<file path="src/rtl/dhp_pkg.sv">
`timescale 1ns / 1ps
`default_nettype none

package dhp_pkg;

    // result kinds (carried on the output tuser)
    localparam logic [1:0] KIND_EXT     = 2'd0;
    localparam logic [1:0] KIND_PAYLOAD = 2'd1;
    localparam logic [1:0] KIND_HEADER  = 2'd2;
    localparam logic [1:0] KIND_ERROR   = 2'd3;

    localparam logic [1:0] ERR_NONE  = 2'd0;
    localparam logic [1:0] ERR_TYPE  = 2'd1;
    localparam logic [1:0] ERR_SHORT = 2'd2;

    localparam logic [7:0]  PROTO_TYPE    = 8'h04;
    localparam int          OPT_BIT       = 4;
    localparam int          VER_LSB       = 5;
    localparam logic [7:0]  AID_SHORT_MAX = 8'h7F;
    localparam logic [15:0] AID_OFFSET    = 16'h7F80;

    localparam int FIFO_DEPTH = 4;
    localparam int OUT_DATA_W = 56;

    typedef enum logic [11:0] {
        PH_TYPE    = 12'b0000_0000_0001,
        PH_VER     = 12'b0000_0000_0010,
        PH_EXTCNT  = 12'b0000_0000_0100,
        PH_EXTID   = 12'b0000_0000_1000,
        PH_EXTLEN  = 12'b0000_0001_0000,
        PH_EXTDATA = 12'b0000_0010_0000,
        PH_AID1    = 12'b0000_0100_0000,
        PH_AID2    = 12'b0000_1000_0000,
        PH_LENH    = 12'b0001_0000_0000,
        PH_LENL    = 12'b0010_0000_0000,
        PH_PAYLOAD = 12'b0100_0000_0000,
        PH_DROP    = 12'b1000_0000_0000
    } t_phase;

    typedef struct packed {
        logic [1:0]  kind;
        logic [7:0]  data;
        logic [7:0]  element_id;
        logic [2:0]  version;
        logic        has_extension;
        logic [15:0] app_id;
        logic [15:0] payload_length;
        logic [1:0]  error_code;
        logic        last;
    } t_result;

    // up to two result words produced by one input byte
    typedef struct packed {
        logic [1:0] count;
        t_result    slot0;
        t_result    slot1;
    } t_push;

endpackage

`default_nettype wire

</file>
<file path="src/rtl/dhp_parser.sv">
`timescale 1ns / 1ps
`default_nettype none

module dhp_parser (
    input  wire logic          i_clk,
    input  wire logic          i_rst_n,
    input  wire logic          i_accept,
    input  wire logic [7:0]    i_byte,
    input  wire logic          i_frame_end,
    output dhp_pkg::t_push     o_push
);

    dhp_pkg::t_phase r_phase, n_phase;
    logic [7:0]  r_ext_left, n_ext_left;
    logic [7:0]  r_ext_id, n_ext_id;
    logic [7:0]  r_ext_bytes_left, n_ext_bytes_left;
    logic [7:0]  r_id_high, n_id_high;
    logic [7:0]  r_len_high, n_len_high;
    logic [15:0] r_payload_left, n_payload_left;
    logic [2:0]  r_ver, n_ver;
    logic        r_opt, n_opt;
    logic [15:0] r_app, n_app;

    dhp_pkg::t_result prim;
    dhp_pkg::t_result err_res;
    logic        prim_valid;
    logic        done;
    logic        err_valid;
    logic [15:0] len_full;
    logic [15:0] pl_dec;
    logic [7:0]  ebl_dec;

    assign len_full = {r_len_high, i_byte};
    assign pl_dec   = r_payload_left - 16'd1;
    assign ebl_dec  = r_ext_bytes_left - 8'd1;

    always_comb begin
        n_phase          = r_phase;
        n_ext_left       = r_ext_left;
        n_ext_id         = r_ext_id;
        n_ext_bytes_left = r_ext_bytes_left;
        n_id_high        = r_id_high;
        n_len_high       = r_len_high;
        n_payload_left   = r_payload_left;
        n_ver            = r_ver;
        n_opt            = r_opt;
        n_app            = r_app;
        prim             = '0;
        prim_valid       = 1'b0;
        done             = 1'b0;

        unique case (r_phase)
            dhp_pkg::PH_TYPE: begin
                if (i_byte != dhp_pkg::PROTO_TYPE) begin
                    prim.kind       = dhp_pkg::KIND_ERROR;
                    prim.error_code = dhp_pkg::ERR_TYPE;
                    prim_valid      = 1'b1;
                    n_phase         = dhp_pkg::PH_DROP;
                    done            = 1'b1;
                end else begin
                    n_phase = dhp_pkg::PH_VER;
                end
            end
            dhp_pkg::PH_VER: begin
                n_ver   = i_byte[dhp_pkg::VER_LSB +: 3];
                n_opt   = i_byte[dhp_pkg::OPT_BIT];
                n_phase = i_byte[dhp_pkg::OPT_BIT] ? dhp_pkg::PH_EXTCNT : dhp_pkg::PH_AID1;
            end
            dhp_pkg::PH_EXTCNT: begin
                n_ext_left = i_byte;
                n_phase    = (i_byte != 8'd0) ? dhp_pkg::PH_EXTID : dhp_pkg::PH_AID1;
            end
            dhp_pkg::PH_EXTID: begin
                n_ext_id = i_byte;
                n_phase  = dhp_pkg::PH_EXTLEN;
            end
            dhp_pkg::PH_EXTLEN: begin
                n_ext_bytes_left = i_byte;
                if (i_byte == 8'd0) begin
                    // empty extension: step to the next one
                    n_ext_left = r_ext_left - 8'd1;
                    n_phase    = (r_ext_left != 8'd1) ? dhp_pkg::PH_EXTID : dhp_pkg::PH_AID1;
                end else begin
                    n_phase = dhp_pkg::PH_EXTDATA;
                end
            end
            dhp_pkg::PH_EXTDATA: begin
                prim.kind        = dhp_pkg::KIND_EXT;
                prim.data        = i_byte;
                prim.element_id  = r_ext_id;
                prim_valid       = 1'b1;
                n_ext_bytes_left = ebl_dec;
                if (ebl_dec == 8'd0) begin
                    n_ext_left = r_ext_left - 8'd1;
                    n_phase    = (r_ext_left != 8'd1) ? dhp_pkg::PH_EXTID : dhp_pkg::PH_AID1;
                end
            end
            dhp_pkg::PH_AID1: begin
                if (i_byte <= dhp_pkg::AID_SHORT_MAX) begin
                    n_app   = {8'd0, i_byte};
                    n_phase = dhp_pkg::PH_LENH;
                end else begin
                    n_id_high = i_byte;
                    n_phase   = dhp_pkg::PH_AID2;
                end
            end
            dhp_pkg::PH_AID2: begin
                n_app   = {r_id_high, i_byte} - dhp_pkg::AID_OFFSET;
                n_phase = dhp_pkg::PH_LENH;
            end
            dhp_pkg::PH_LENH: begin
                n_len_high = i_byte;
                n_phase    = dhp_pkg::PH_LENL;
            end
            dhp_pkg::PH_LENL: begin
                prim.kind           = dhp_pkg::KIND_HEADER;
                prim.version        = r_ver;
                prim.has_extension  = r_opt;
                prim.app_id         = r_app;
                prim.payload_length = len_full;
                prim_valid          = 1'b1;
                n_payload_left      = len_full;
                if (len_full == 16'd0) begin
                    n_phase = dhp_pkg::PH_DROP;
                    done    = 1'b1;
                end else begin
                    n_phase = dhp_pkg::PH_PAYLOAD;
                end
            end
            dhp_pkg::PH_PAYLOAD: begin
                prim.kind      = dhp_pkg::KIND_PAYLOAD;
                prim.data      = i_byte;
                prim.last      = (pl_dec == 16'd0);
                prim_valid     = 1'b1;
                n_payload_left = pl_dec;
                if (pl_dec == 16'd0) begin
                    n_phase = dhp_pkg::PH_DROP;
                    done    = 1'b1;
                end
            end
            default: begin
                n_phase = dhp_pkg::PH_DROP;
                done    = 1'b1;
            end
        endcase

        if (i_frame_end) begin
            n_phase = dhp_pkg::PH_TYPE;
        end
    end

    assign err_valid = i_frame_end && !done;

    always_comb begin
        err_res            = '0;
        err_res.kind       = dhp_pkg::KIND_ERROR;
        err_res.error_code = dhp_pkg::ERR_SHORT;
        o_push             = '0;
        if (i_accept) begin
            if (prim_valid) begin
                o_push.slot0 = prim;
                o_push.slot1 = err_res;
                o_push.count = err_valid ? 2'd2 : 2'd1;
            end else begin
                o_push.slot0 = err_res;
                o_push.count = err_valid ? 2'd1 : 2'd0;
            end
        end
    end

    always_ff @(posedge i_clk) begin
        if (!i_rst_n) begin
            r_phase          <= dhp_pkg::PH_TYPE;
            r_ext_left       <= '0;
            r_ext_id         <= '0;
            r_ext_bytes_left <= '0;
            r_id_high        <= '0;
            r_len_high       <= '0;
            r_payload_left   <= '0;
            r_ver            <= '0;
            r_opt            <= 1'b0;
            r_app            <= '0;
        end else if (i_accept) begin
            r_phase          <= n_phase;
            r_ext_left       <= n_ext_left;
            r_ext_id         <= n_ext_id;
            r_ext_bytes_left <= n_ext_bytes_left;
            r_id_high        <= n_id_high;
            r_len_high       <= n_len_high;
            r_payload_left   <= n_payload_left;
            r_ver            <= n_ver;
            r_opt            <= n_opt;
            r_app            <= n_app;
        end
    end

endmodule

`default_nettype wire

</file>
<file path="src/rtl/dhp_out_fifo.sv">
`timescale 1ns / 1ps
`default_nettype none

module dhp_out_fifo (
    input  wire logic             i_clk,
    input  wire logic             i_rst_n,
    input  wire dhp_pkg::t_push   i_push,
    input  wire logic             i_pop,
    output dhp_pkg::t_result      o_head,
    output logic                  o_not_empty,
    output logic                  o_room_for_two
);

    localparam int PTR_W = $clog2(dhp_pkg::FIFO_DEPTH);
    localparam int CNT_W = $clog2(dhp_pkg::FIFO_DEPTH + 1);

    dhp_pkg::t_result r_mem [dhp_pkg::FIFO_DEPTH];
    logic [PTR_W-1:0] r_wr, r_rd;
    logic [CNT_W-1:0] r_count;
    logic [PTR_W-1:0] wr_next;
    logic             pop_ok;

    assign wr_next        = r_wr + PTR_W'(1);
    assign pop_ok         = i_pop && (r_count != '0);
    assign o_not_empty    = (r_count != '0);
    assign o_room_for_two = (r_count <= CNT_W'(dhp_pkg::FIFO_DEPTH - 2));
    assign o_head         = r_mem[r_rd];

    always_ff @(posedge i_clk) begin
        if (i_push.count != 2'd0) begin
            r_mem[r_wr] <= i_push.slot0;
        end
        if (i_push.count == 2'd2) begin
            r_mem[wr_next] <= i_push.slot1;
        end
    end

    always_ff @(posedge i_clk) begin
        if (!i_rst_n) begin
            r_wr    <= '0;
            r_rd    <= '0;
            r_count <= '0;
        end else begin
            r_wr    <= r_wr + PTR_W'(i_push.count);
            r_rd    <= r_rd + PTR_W'(pop_ok);
            r_count <= r_count + CNT_W'(i_push.count) - CNT_W'(pop_ok);
        end
    end

endmodule

`default_nettype wire

</file>
<file path="src/rtl/dhp_header_parser_unit.sv">
`timescale 1ns / 1ps
`default_nettype none

// Header parser for short-message network frames, one byte per word.
// Slave stream: tdata carries the frame byte, tlast marks the last byte of
// the buffer. Master stream: one word per result; tuser gives the kind
// (extension byte, payload byte, header complete, frame error), tlast flags
// the final payload byte, tdata carries the data byte, element id, decoded
// header fields and error code. A result enters a four-word output buffer
// as the byte that causes it is taken, and is offered on the master side
// once the words ahead of it have gone out. Throughput: one byte per cycle
// while the buffer has room for two words; the parse state updates in the
// same cycle the byte is taken. A byte that yields a result and also ends
// the frame early occupies two buffer words. The slave side drops tready
// when fewer than two buffer words are free, so a stalled receiver backs up
// into the sender once the buffer holds more than two words; nothing is lost.
// Reset (synchronous, active low) empties the buffer and returns the parser
// to waiting for a protocol type byte.
module dsmp_header_parser_unit (
    input  wire logic        i_clk,
    input  wire logic        i_rst_n,
    input  wire logic        i_s_tvalid,
    output logic             o_s_tready,
    input  wire logic [7:0]  i_s_tdata,   // [7:0] in_byte
    input  wire logic        i_s_tlast,   // frame_end
    output logic             o_m_tvalid,
    input  wire logic        i_m_tready,
    // [7:0] out_byte, [15:8] element_id, [18:16] version, [19] has_extension,
    // [35:20] app_id, [51:36] payload_length, [53:52] error_code, [55:54] zero
    output logic [dhp_pkg::OUT_DATA_W-1:0] o_m_tdata,
    output logic [1:0]       o_m_tuser,   // [1:0] out_kind
    output logic             o_m_tlast    // last
);

    dhp_pkg::t_push   push;
    dhp_pkg::t_result head;
    logic             accept;
    logic             room_for_two;

    assign o_s_tready = room_for_two;
    assign accept     = i_s_tvalid && room_for_two;

    dhp_parser u_parser (
        .i_clk       (i_clk),
        .i_rst_n     (i_rst_n),
        .i_accept    (accept),
        .i_byte      (i_s_tdata),
        .i_frame_end (i_s_tlast),
        .o_push      (push)
    );

    dhp_out_fifo u_out_fifo (
        .i_clk          (i_clk),
        .i_rst_n        (i_rst_n),
        .i_push         (push),
        .i_pop          (i_m_tready),
        .o_head         (head),
        .o_not_empty    (o_m_tvalid),
        .o_room_for_two (room_for_two)
    );

    assign o_m_tdata = {2'b00, head.error_code, head.payload_length, head.app_id,
                        head.has_extension, head.version, head.element_id, head.data};
    assign o_m_tuser = head.kind;
    assign o_m_tlast = head.last;

endmodule

`default_nettype wire

</file>
<file path="config.mk">
export PLATFORM = sky130hd
export DESIGN_NAME = dsmp_header_parser_unit
export DESIGN_NICKNAME = d
export VERILOG_FILES = /design/src/rtl/dhp_pkg.sv /design/src/rtl/dhp_parser.sv /design/src/rtl/dhp_out_fifo.sv /design/src/rtl/dhp_header_parser_unit.sv
export SDC_FILE = /design/constraint.sdc
export NUM_CORES = 1
export LEC_CHECK = 0
export BUFFER_PORTS_ARGS = -buffer_cell sky130_fd_sc_hd__buf_2
export CELL_PAD_IN_SITES_DETAIL_PLACEMENT = 1
export CELL_PAD_IN_SITES_GLOBAL_PLACEMENT = 1
export CORE_UTILIZATION = 49
export CTS_CLUSTER_DIAMETER = 40
export DETAILED_ROUTE_END_ITERATION = 10
export HOLD_SLACK_MARGIN = 0.03
export PLACE_DENSITY = 0.87
export SLEW_MARGIN = 20
export SYNTH_ARGS = -nofsm -noshare
export SYNTH_HDL_FRONTEND = slang
export SYNTH_SLANG_ARGS = --single-unit
</file>
<file path="constraint.sdc">
create_clock -name i_clk -period 5.5 [get_ports i_clk]
set_input_delay 0.275 -clock i_clk [delete_from_list [all_inputs] [get_ports i_clk]]
set_output_delay 0.275 -clock i_clk [all_outputs]
set_load 0.01 [all_outputs]
</file>
==> impl_metrics.csv <==
group,metric,value,unit
status,outcome,"completed",
worst_setup_path,rrSetupSlack,0.44,ns
drt,ant_nets,0,
floorplanning,start_util,49.8,%
clock_tree,cts_resized,0,
placement,gp_congestion,0.843,
clock_tree,holdBufCountCts,0,
yosys,synthTopCellsByCount,"dfxtp_1, a22o_1, nor2_1, clkbuf_1, nand2_1",
floorplanning,core.rowCount,61,
run,cap_violations,0,
yosys,synthCells,1299,
clock_tree,cts-root-buf,"clkbuf_16",
timing,post-route-min-period,5.06,ns
floorplanning,die_area,0.0289,mm²
worst_setup_path,worstPathArrival,5.56,ns
yosys,yosysSeqAreaShare,47.6,%
worst_setup_path,cp_max_fo,16,
drt,num_vias,11400,
worst_setup_path,crit_path_start,"u_parser.r_payload_left[0]$_SDFFE_PN0P_",
worst_setup_path,crit_family,"simple AND/OR/NAND/NOR gates",
worst_setup_path,criticalPathCategory,"flop to flop",
clock_tree,numCtsBuffers,44,
clock_tree,clockBufferDepth,3,
yosys,yosysTopAreaCell,"dfxtp_1",
timing,rsz0062_at_grt,"false",
clock_tree,cts_tree,"built",
finish,drive_gt1_share,19.3,%
worst_setup_path,cp-endpoint,"u_out_fifo.r_mem[0][50]$_SDFFE_PP0P_",
global_route,grt_pass1_wl,69600,µm
placement,hpwl,25000,µm
clock_tree,numClockSinks,323,
yosys,synthFlopType,"dfxtp_1",
worst_setup_path,worstReg2RegStart,"u_parser.r_payload_left[0]$_SDFFE_PN0P_",
drt,post_drt_via_cell_ratio,6.54,
drt,drt_pass1_iterations,5,
worst_setup_path,worst_setup_path_start_kind,"flop",
worst_setup_path,r2r_cells,14,
power_and_ir_drop,powerDensity,393,mW/mm²
worst_setup_path,crit_path_frequent_cell,"nor2_1",
global_route,grtUsageTotal,31.1,%
timing,hold_violations,0,
floorplanning,core_area,0.0278,mm²
timing,setup_viol,0,
yosys,synth_top_area_share,45.0,%
finish,area_delta_synth_final,15.5,%
drt,met2WireLength,22500,µm
timing,finalSetupTns,0,ns
finish,nets,1355,
hold_path,hp-class,"input pin to flop",
finish,multi_input_area,0.00671,mm²
placement,io_buffers,71,
worst_setup_path,crit_required,6.00,ns
global_route,antenna_found_initial,1,
timing,fin_skew,0.0256,ns
worst_setup_path,endpoint_kind,"flop",
drt,wl_met3,2310,µm
power_and_ir_drop,power,0.00628,W
drt,first_iter_violations,1081,
yosys,synth_edf_count,12,
drt,avgRoutedWirePerCell,25.7,µm
floorplanning,die_w,170,µm
worst_setup_path,cp_slowest_cell,"nor2_1",
timing,drv_slew,0,
yosys,synth_area_leaders,"dfxtp_1, a22o_1, mux4_2, mux2i_1, nor2_1",
finish,antenna_cells,0,
finish,n_fill_cell,2956,
drt,route.detailed.drc,0,
yosys,syn_area,0.0138,mm²
worst_setup_path,worstReg2RegEnd,"u_out_fifo.r_mem[0][50]$_SDFFE_PP0P_",
clock_tree,postCtsSetupRepairBufs,0,
yosys,syn_avg_cell_area,10.6,µm²
worst_setup_path,cp.buffers_inverters,1,
floorplanning,pin_count,74,
timing,tightestPinTransition,1.03,ns
yosys,async_reset_ff_share,0,%
floorplanning,fp.dieH,170,µm
clock_tree,htreeDepth,2,
clock_tree,clk_latency,0.57,ns
yosys,synth_warnings,0,
power_and_ir_drop,ir_worst_vdd,0.279,mV
timing,slew-limit-headroom,31.1,%
yosys,synth.distinct_cells,75,
power_and_ir_drop,p_leak,6.30,nW
drt,wl_met1,18300,µm
worst_setup_path,max_stage_delay,0.71,ns
global_route,grt_pass1_vias,12000,
drt,dr.max_layer_used,"met5",
yosys,yosys_register_bits,323,
timing,period_share,92.0,%
global_route,grt_max_degree,59,
worst_setup_path,cp.depth,14,
finish,regArea,0.00659,mm²
timing,clock.fmax,198,MHz
worst_setup_path,path_cells,"inv_1 -> ha_1 -> or3b_1 -> o21ai_2 -> or3b_1 -> or4b_1 -> o21ai_0 -> a21oi_1 -> ha_1 -> nor2_1 -> nor2_1 -> nand2_1 -> nor2_1 -> a22o_1",
yosys,synth_most_common_cell,"dfxtp_1",
drt,drt-total-wl,44700,µm
clock_tree,clk_pin_slew,0.06,ns
global_route,grt.overflow.total,0,
[where the power goes]
part | leakage (nW) | switching, W | total (W) | internal (W)
Clock | 0.766 | 0.00118 | 0.00301 | 0.00183
Combinational | 2.92 | 0.000456 | 0.000719 | 0.000263
Sequential | 2.61 | 0.000151 | 0.00255 | 0.00240
[layout make-up]
class	count	area share, %
Multi-Input combinational cell	840	42.0
Sequential cell	323	41.3
Clock buffer	56	7.75
Timing Repair Buffer	95	3.43
Tap cell	378	2.96
Clock inverter	24	2.02
Inverter	24	0.564
[kinds of logic (layout without fill, tap and decap cells)]
kind of cell	count (synthesis)	count (layout)	share of synthesized area [%]
compound gates	364	364	20.3
simple gates	331	331	12.4
mux	104	104	12.7
other cells	1	2	0.0271
buf+inv	137	199	4.03
fa+ha+maj	14	14	1.32
xor+xnor	25	25	1.58
flops	323	323	47.6
[registers in the layout (all words and copies together), names as in the netlist]
register and count:
u_out_fifo.r_mem 228, u_parser.r_app 16, u_parser.r_payload_left 16, u_parser.r_phase 12, u_parser.r_ext_bytes_left 8, u_parser.r_ext_id 8
u_parser.r_ext_left 8, u_parser.r_id_high 8, u_parser.r_len_high 8, u_out_fifo.r_count 3, u_parser.r_ver 3, u_out_fifo.r_rd 2
u_out_fifo.r_wr 2, u_parser.r_opt 1
[routing by layer]
metal	global-route usage (%)	up-vias
li1	-	4967
met1	38.4	5897
met2	53.8	404
met4	13.3	2
met3	4.72	110
met5	0	-
[layout by cell type (no fill, tap or decap), types with 7 or more instances in the layout]
cell type | synthesis | layout
a21oi_1 | 48 | 48
o21ai_0 | 40 | 40
nor3_1 | 23 | 23
o22ai_1 | 10 | 10
nor4_1 | 8 | 8
nor2b_1 | 7 | 7
nand4_1 | 11 | 11
buf_2 | 19 | 71
mux4_2 | 57 | 57
and2_1 | 11 | 11
a22oi_1 | 7 | 7
clkbuf_8 | 0 | 7
buf_4 | 3 | 23
or3_1 | 8 | 8
inv_1 | 23 | 23
mux2i_1 | 42 | 42
xor2_1 | 12 | 12
dfxtp_1 | 311 | 309
ha_1 | 13 | 13
clkbuf_16 | 0 | 45
edfxtp_1 | 12 | 12
nand2_1 | 73 | 72
xnor2_1 | 13 | 13
nand3_1 | 23 | 21
a22o_1 | 209 | 209
nor2_1 | 105 | 105
[through the flow]
step,hold WS [ns],util (%),cell area [µm²],cells,worst slack [ns]
CTS,0.116,57.5,16000,1740,0.572
detailed placement,0.443,51.9,14400,1660,0.697
global route,0.138,57.5,16000,1740,0.188
finish,0.135,57.5,16000,1740,0.439
global placement,0.431,51.9,14400,1660,0.964
floorplan,0.420,-,13800,1300,1.01
[worst reg2reg max path, cell delays in order, from the launching register on]
cell	delay, ns
dfxtp_1	0.38
inv_1	0.09
ha_1	0.34
or3b_1	0.52
o21ai_2	0.20
or3b_1	0.35
or4b_1	0.51
o21ai_0	0.20
a21oi_1	0.10
ha_1	0.61
nor2_1	0.14
nor2_1	0.27
nand2_1	0.34
nor2_1	0.71
a22o_1	0.27
[worst min-delay path by stage]
| stage | from | to | slack, ns | cells after the start |
|---|---|---|---|---|
| after floorplan | u_out_fifo.r_mem[2][1]$_SDFFE_PP0P_ | u_out_fifo.r_mem[2][1]$_SDFFE_PP0P_ | 0.42 | 2 |
| after global placement | u_out_fifo.r_mem[0][1]$_SDFFE_PP0P_ | u_out_fifo.r_mem[0][1]$_SDFFE_PP0P_ | 0.43 | 2 |
| after detailed placement | u_out_fifo.r_mem[3][0]$_SDFFE_PP0P_ | u_out_fifo.r_mem[3][0]$_SDFFE_PP0P_ | 0.44 | 2 |
| after CTS | i_s_tlast | u_parser.r_phase[8]$_SDFFE_PN0P_ | 0.12 | 3 |
| after global routing | i_s_tlast | u_parser.r_phase[8]$_SDFFE_PN0P_ | 0.14 | 3 |
| final | i_s_tlast | u_parser.r_phase[8]$_SDFFE_PN0P_ | 0.13 | 3 |
Note: power is estimated with default switching activity, not from simulation.
